**config.mk**
```make
export PLATFORM = sky130hd
export DESIGN_NAME = fpj_ram
export DESIGN_NICKNAME = d
export VERILOG_FILES = /design/src/rtl/fpj_ram.sv
export SDC_FILE = /design/constraint.sdc
export NUM_CORES = 2
export LEC_CHECK = 0
export BUFFER_PORTS_ARGS = -buffer_cell sky130_fd_sc_hd__buf_2
export CORE_MARGIN = 2
export CORE_UTILIZATION = 58
export DETAILED_ROUTE_END_ITERATION = 16
export PLACE_DENSITY = 0.74
export REMOVE_ABC_BUFFERS = 1
export SLEW_MARGIN = 25
export SYNTH_ARGS = -nofsm -noshare
export SYNTH_HDL_FRONTEND = slang
export SYNTH_SLANG_ARGS = --single-unit
```
**constraint.sdc**
```tcl
create_clock -name clk -period 10.4 [get_ports clk]
set_input_delay 1.04 -clock clk [delete_from_list [all_inputs] [get_ports clk]]
set_output_delay 1.04 -clock clk [all_outputs]
set_load 0.05 [all_outputs]
```
**src/rtl/fpj_ram.sv**
```systemverilog
// Generic single-port-write, single-port-read synchronous RAM with registered read data.
// No dependencies.
module fpj_ram #(
	parameter int WIDTH = 64,
	parameter int DEPTH = 64,
	parameter int AW    = (DEPTH > 1) ? $clog2(DEPTH) : 1
) (
	input  logic             clk,
	input  logic             we,
	input  logic [AW-1:0]    waddr,
	input  logic [WIDTH-1:0] wdata,
	input  logic             re,
	input  logic [AW-1:0]    raddr,
	output logic [WIDTH-1:0] rdata
);

	logic [WIDTH-1:0] mem [DEPTH];

	always_ff @(posedge clk) begin
		if (we)
			mem[waddr] <= wdata;
		if (re)
			rdata <= mem[raddr];
	end

endmodule

```
==> metrics.csv <==
metric,value,unit
slew_viol_final,0,
post_cts_hold_buffer_count,0,
synth_top_cell_by_area,edfxtp_1,
seqPwrFrac,54.3,%
route.vias.total,76800,
root_driver,clkbuf_16,
combinationalPowerShare,4.7,%
power.switching_fraction,21.4,%
cap_viol_max_count,0,
result_of_the_run,"finished, final reports clean",
grt_pass1_wl,582000,um
grt_use_total,30.3,%
worstPathArrival,4.98,ns
grt_antenna_before_repair,37,
clock_buffers_created_by_tritoncts,401,
synth-warning-count,0,
most_common_library_cells_after_synthesis,"edfxtp_1 (4160), mux4_2 (1024), buf_2 (170)",
critical_path_cell_list,buf_8 -> buf_4 -> and2_4 -> buf_4 -> a22oi_1 -> and3_1 -> a211oi_1,
syn2layout_area_growth,12.0,%
fin_tns_setup,0,ns
crit_path_top_delay_cell,and2_4,
critPathCaptureType,register,
crit_top_cell,buf_4,
power_density,196,nW/um2
sequential_to_total_area_share_from_yosys_stat,79.6,%
yosys.area.top_type_share,79.6,%
avgSynthCellArea,23.8,um2
synth_most_common_cell,edfxtp_1,
rows,191,
post-cts-setup-buffer-count,0,
cts_clk_pin_slew_worst_paths,0.06,ns
crit_path_max_fanout,55,
drt_wl_total,414000,um
overflow,0,
clock_sinks,4160,
drt-initial-drc-count,12600,
die_h,524,um
vias_per_cell,7.05,
p_int,27000,uW
timing.setup.critical_path_class,in2reg,
clock_latency,0.97,ns
drt_first_pass_iters,6,
ys_types,32,
starting_density_of_the_core,58.1,%
io_buffer_count,142,
tritoncts,yes,
route.antenna.remaining_nets,0,
fin_hold_ws,0.475,ns
switching_power_of_the_nets,7340,uW
core,270000,um2
critical_path.startpoint_type,input port,
drive_gt1_share,27.9,%
final_net_count,7056,
grt_setup_unrepaired,false,
timing_hold_violations_final,0,
layout_setup_ws,6.21,ns
finalWeightedCongestion,0.783,
ys_async_sr_fraction,0,%
min-delay-path-class,in2reg,
post_synth_inst_count,6598,
netlist_area,157000,um2
clock_path_buffers,4,
wl_per_cell,38.0,um
synthTopCellsByArea,"edfxtp_1 (80%), mux4_2 (15%), mux2i_1 (0.86%), a22oi_1 (0.80%), buf_2 (0.54%)",
timing_worst_slew_pin_value,1.15,ns
peak_supply_drop,0.202,mV
multiInputGateArea,30800,um2
design.portCount,143,
die_width,524,um
crit_required,11.19,ns
max-slew-margin-rel,22.9,%
seq_area,125000,um2
synth-main-ff-cell,edfxtp_1,
fraction_of_power_consumed_by_the_clock_network,41.1,%
post_synth_edffs,4160,
finalCritPeriodShare,40.3,%
largest_net_degree_at_the_start_of_global_routing,122,
final.fill_count,16600,
die_area,275000,um2
ys_ff_latch,4160,
ctsHtreeMaxLevel,5,
detail_route.drc_violations,0,
clock.fmax,239,MHz
place_ws,5.30,ns
timing.final.crit_period,4.19,ns
placed_wire_length_estimate_after_detailed_placement,208000,um
finalSetupViolations,0,
critical-path-max-stage-delay,1.02,ns
fin_skew,0.0462,ns
leakage,0.0547,uW
ctsResizeCount,0,
grt_pass1_vias,76900,
## path summary, 6_finish.rpt
check | start | endpoint | slack [ns] | cells after the start
max | raddr[2] | rdata[59] | 6.21 | 7
min | wdata[20] | mem[11][20] | 0.47 | 1
max reg2reg | mem[11][0] | rdata[0] | 8.06 | 5
min reg2reg | mem[62][48] | rdata[48] | 0.92 | 4
## flip-flops by register name, summed over array words and instances, names as in the netlist
signal  cells
mem      4096
rdata      64
## stage by stage
| stage | total power (uW) | std cells | utilization [%] | cell area [um2] |
|---|---|---|---|---|
| floorplan | 19800 | 6228 | - | 155000 |
| global placement | 20600 | 10100 | 60.2 | 163000 |
| detailed placement | 20600 | 10100 | 60.3 | 163000 |
| CTS | 34500 | 10900 | 65.0 | 175000 |
| global route | 35200 | 10900 | 65.1 | 176000 |
| finish | 34400 | 10900 | 65.1 | 176000 |
## cells by family after synthesis
family / share of synthesized area [%]
flops: 79.6
mux: 15.6
compound gates: 2.47
buf+inv: 1.18
simple gates: 1.23
## layer usage
metal / GRT usage, % / vias up / routed length, um
met2: 48.6 / 5646 / 202000
met3: 6.01 / 1109 / 49800
met5: 0 / - / 156
met1: 41.3 / 40700 / 142000
met4: 13.0 / 26 / 20500
li1: - / 29300 / -
## power groups by stage
stage,clock network (uW),logic [uW],registers (uW)
global route,14900,1680,18700
floorplan,0,676,19100
CTS,14200,1590,18700
global placement,0,1540,19000
finish,14100,1600,18700
detailed placement,0,1580,19000
## critical path: cells and delay by family
kind                   cells  cell delay, ns
buffers and inverters      3            2.02
AOI/OAI and AO/OA          2            0.39
and+or+nand+nor            2            1.27
## final cells by class
cell class	instances	share of cell area [%]
diodes	16	0.0228
clock buffers	485	5.94
clock inverters	255	1.30
inverters	19	0.0406
multi-input cells	2049	17.5
flip-flops and latches	4160	71.1
well taps	3570	2.54
repair buffers	346	1.58
## layout by cell type (no fill, tap or decap), drive strengths merged, types with 3 or more instances in the layout
master    count
nor2b        28
a31oi        18
or2          28
a211oi       63
nand2        58
a22oi       168
diode        16
a41oi        26
and3         64
mux4       1024
o221ai       38
edfxtp     4160
nor2        112
clkinv      205
a2bb2oi      19
and2          3
or3          29
nand2b       11
inv          30
clkinvlp     11
clkbuf      485
a22o         88
nand3        45
mux2i       135
o22ai        83
bufinv       28
buf         346
Note: power is estimated with default switching activity, not from simulation.
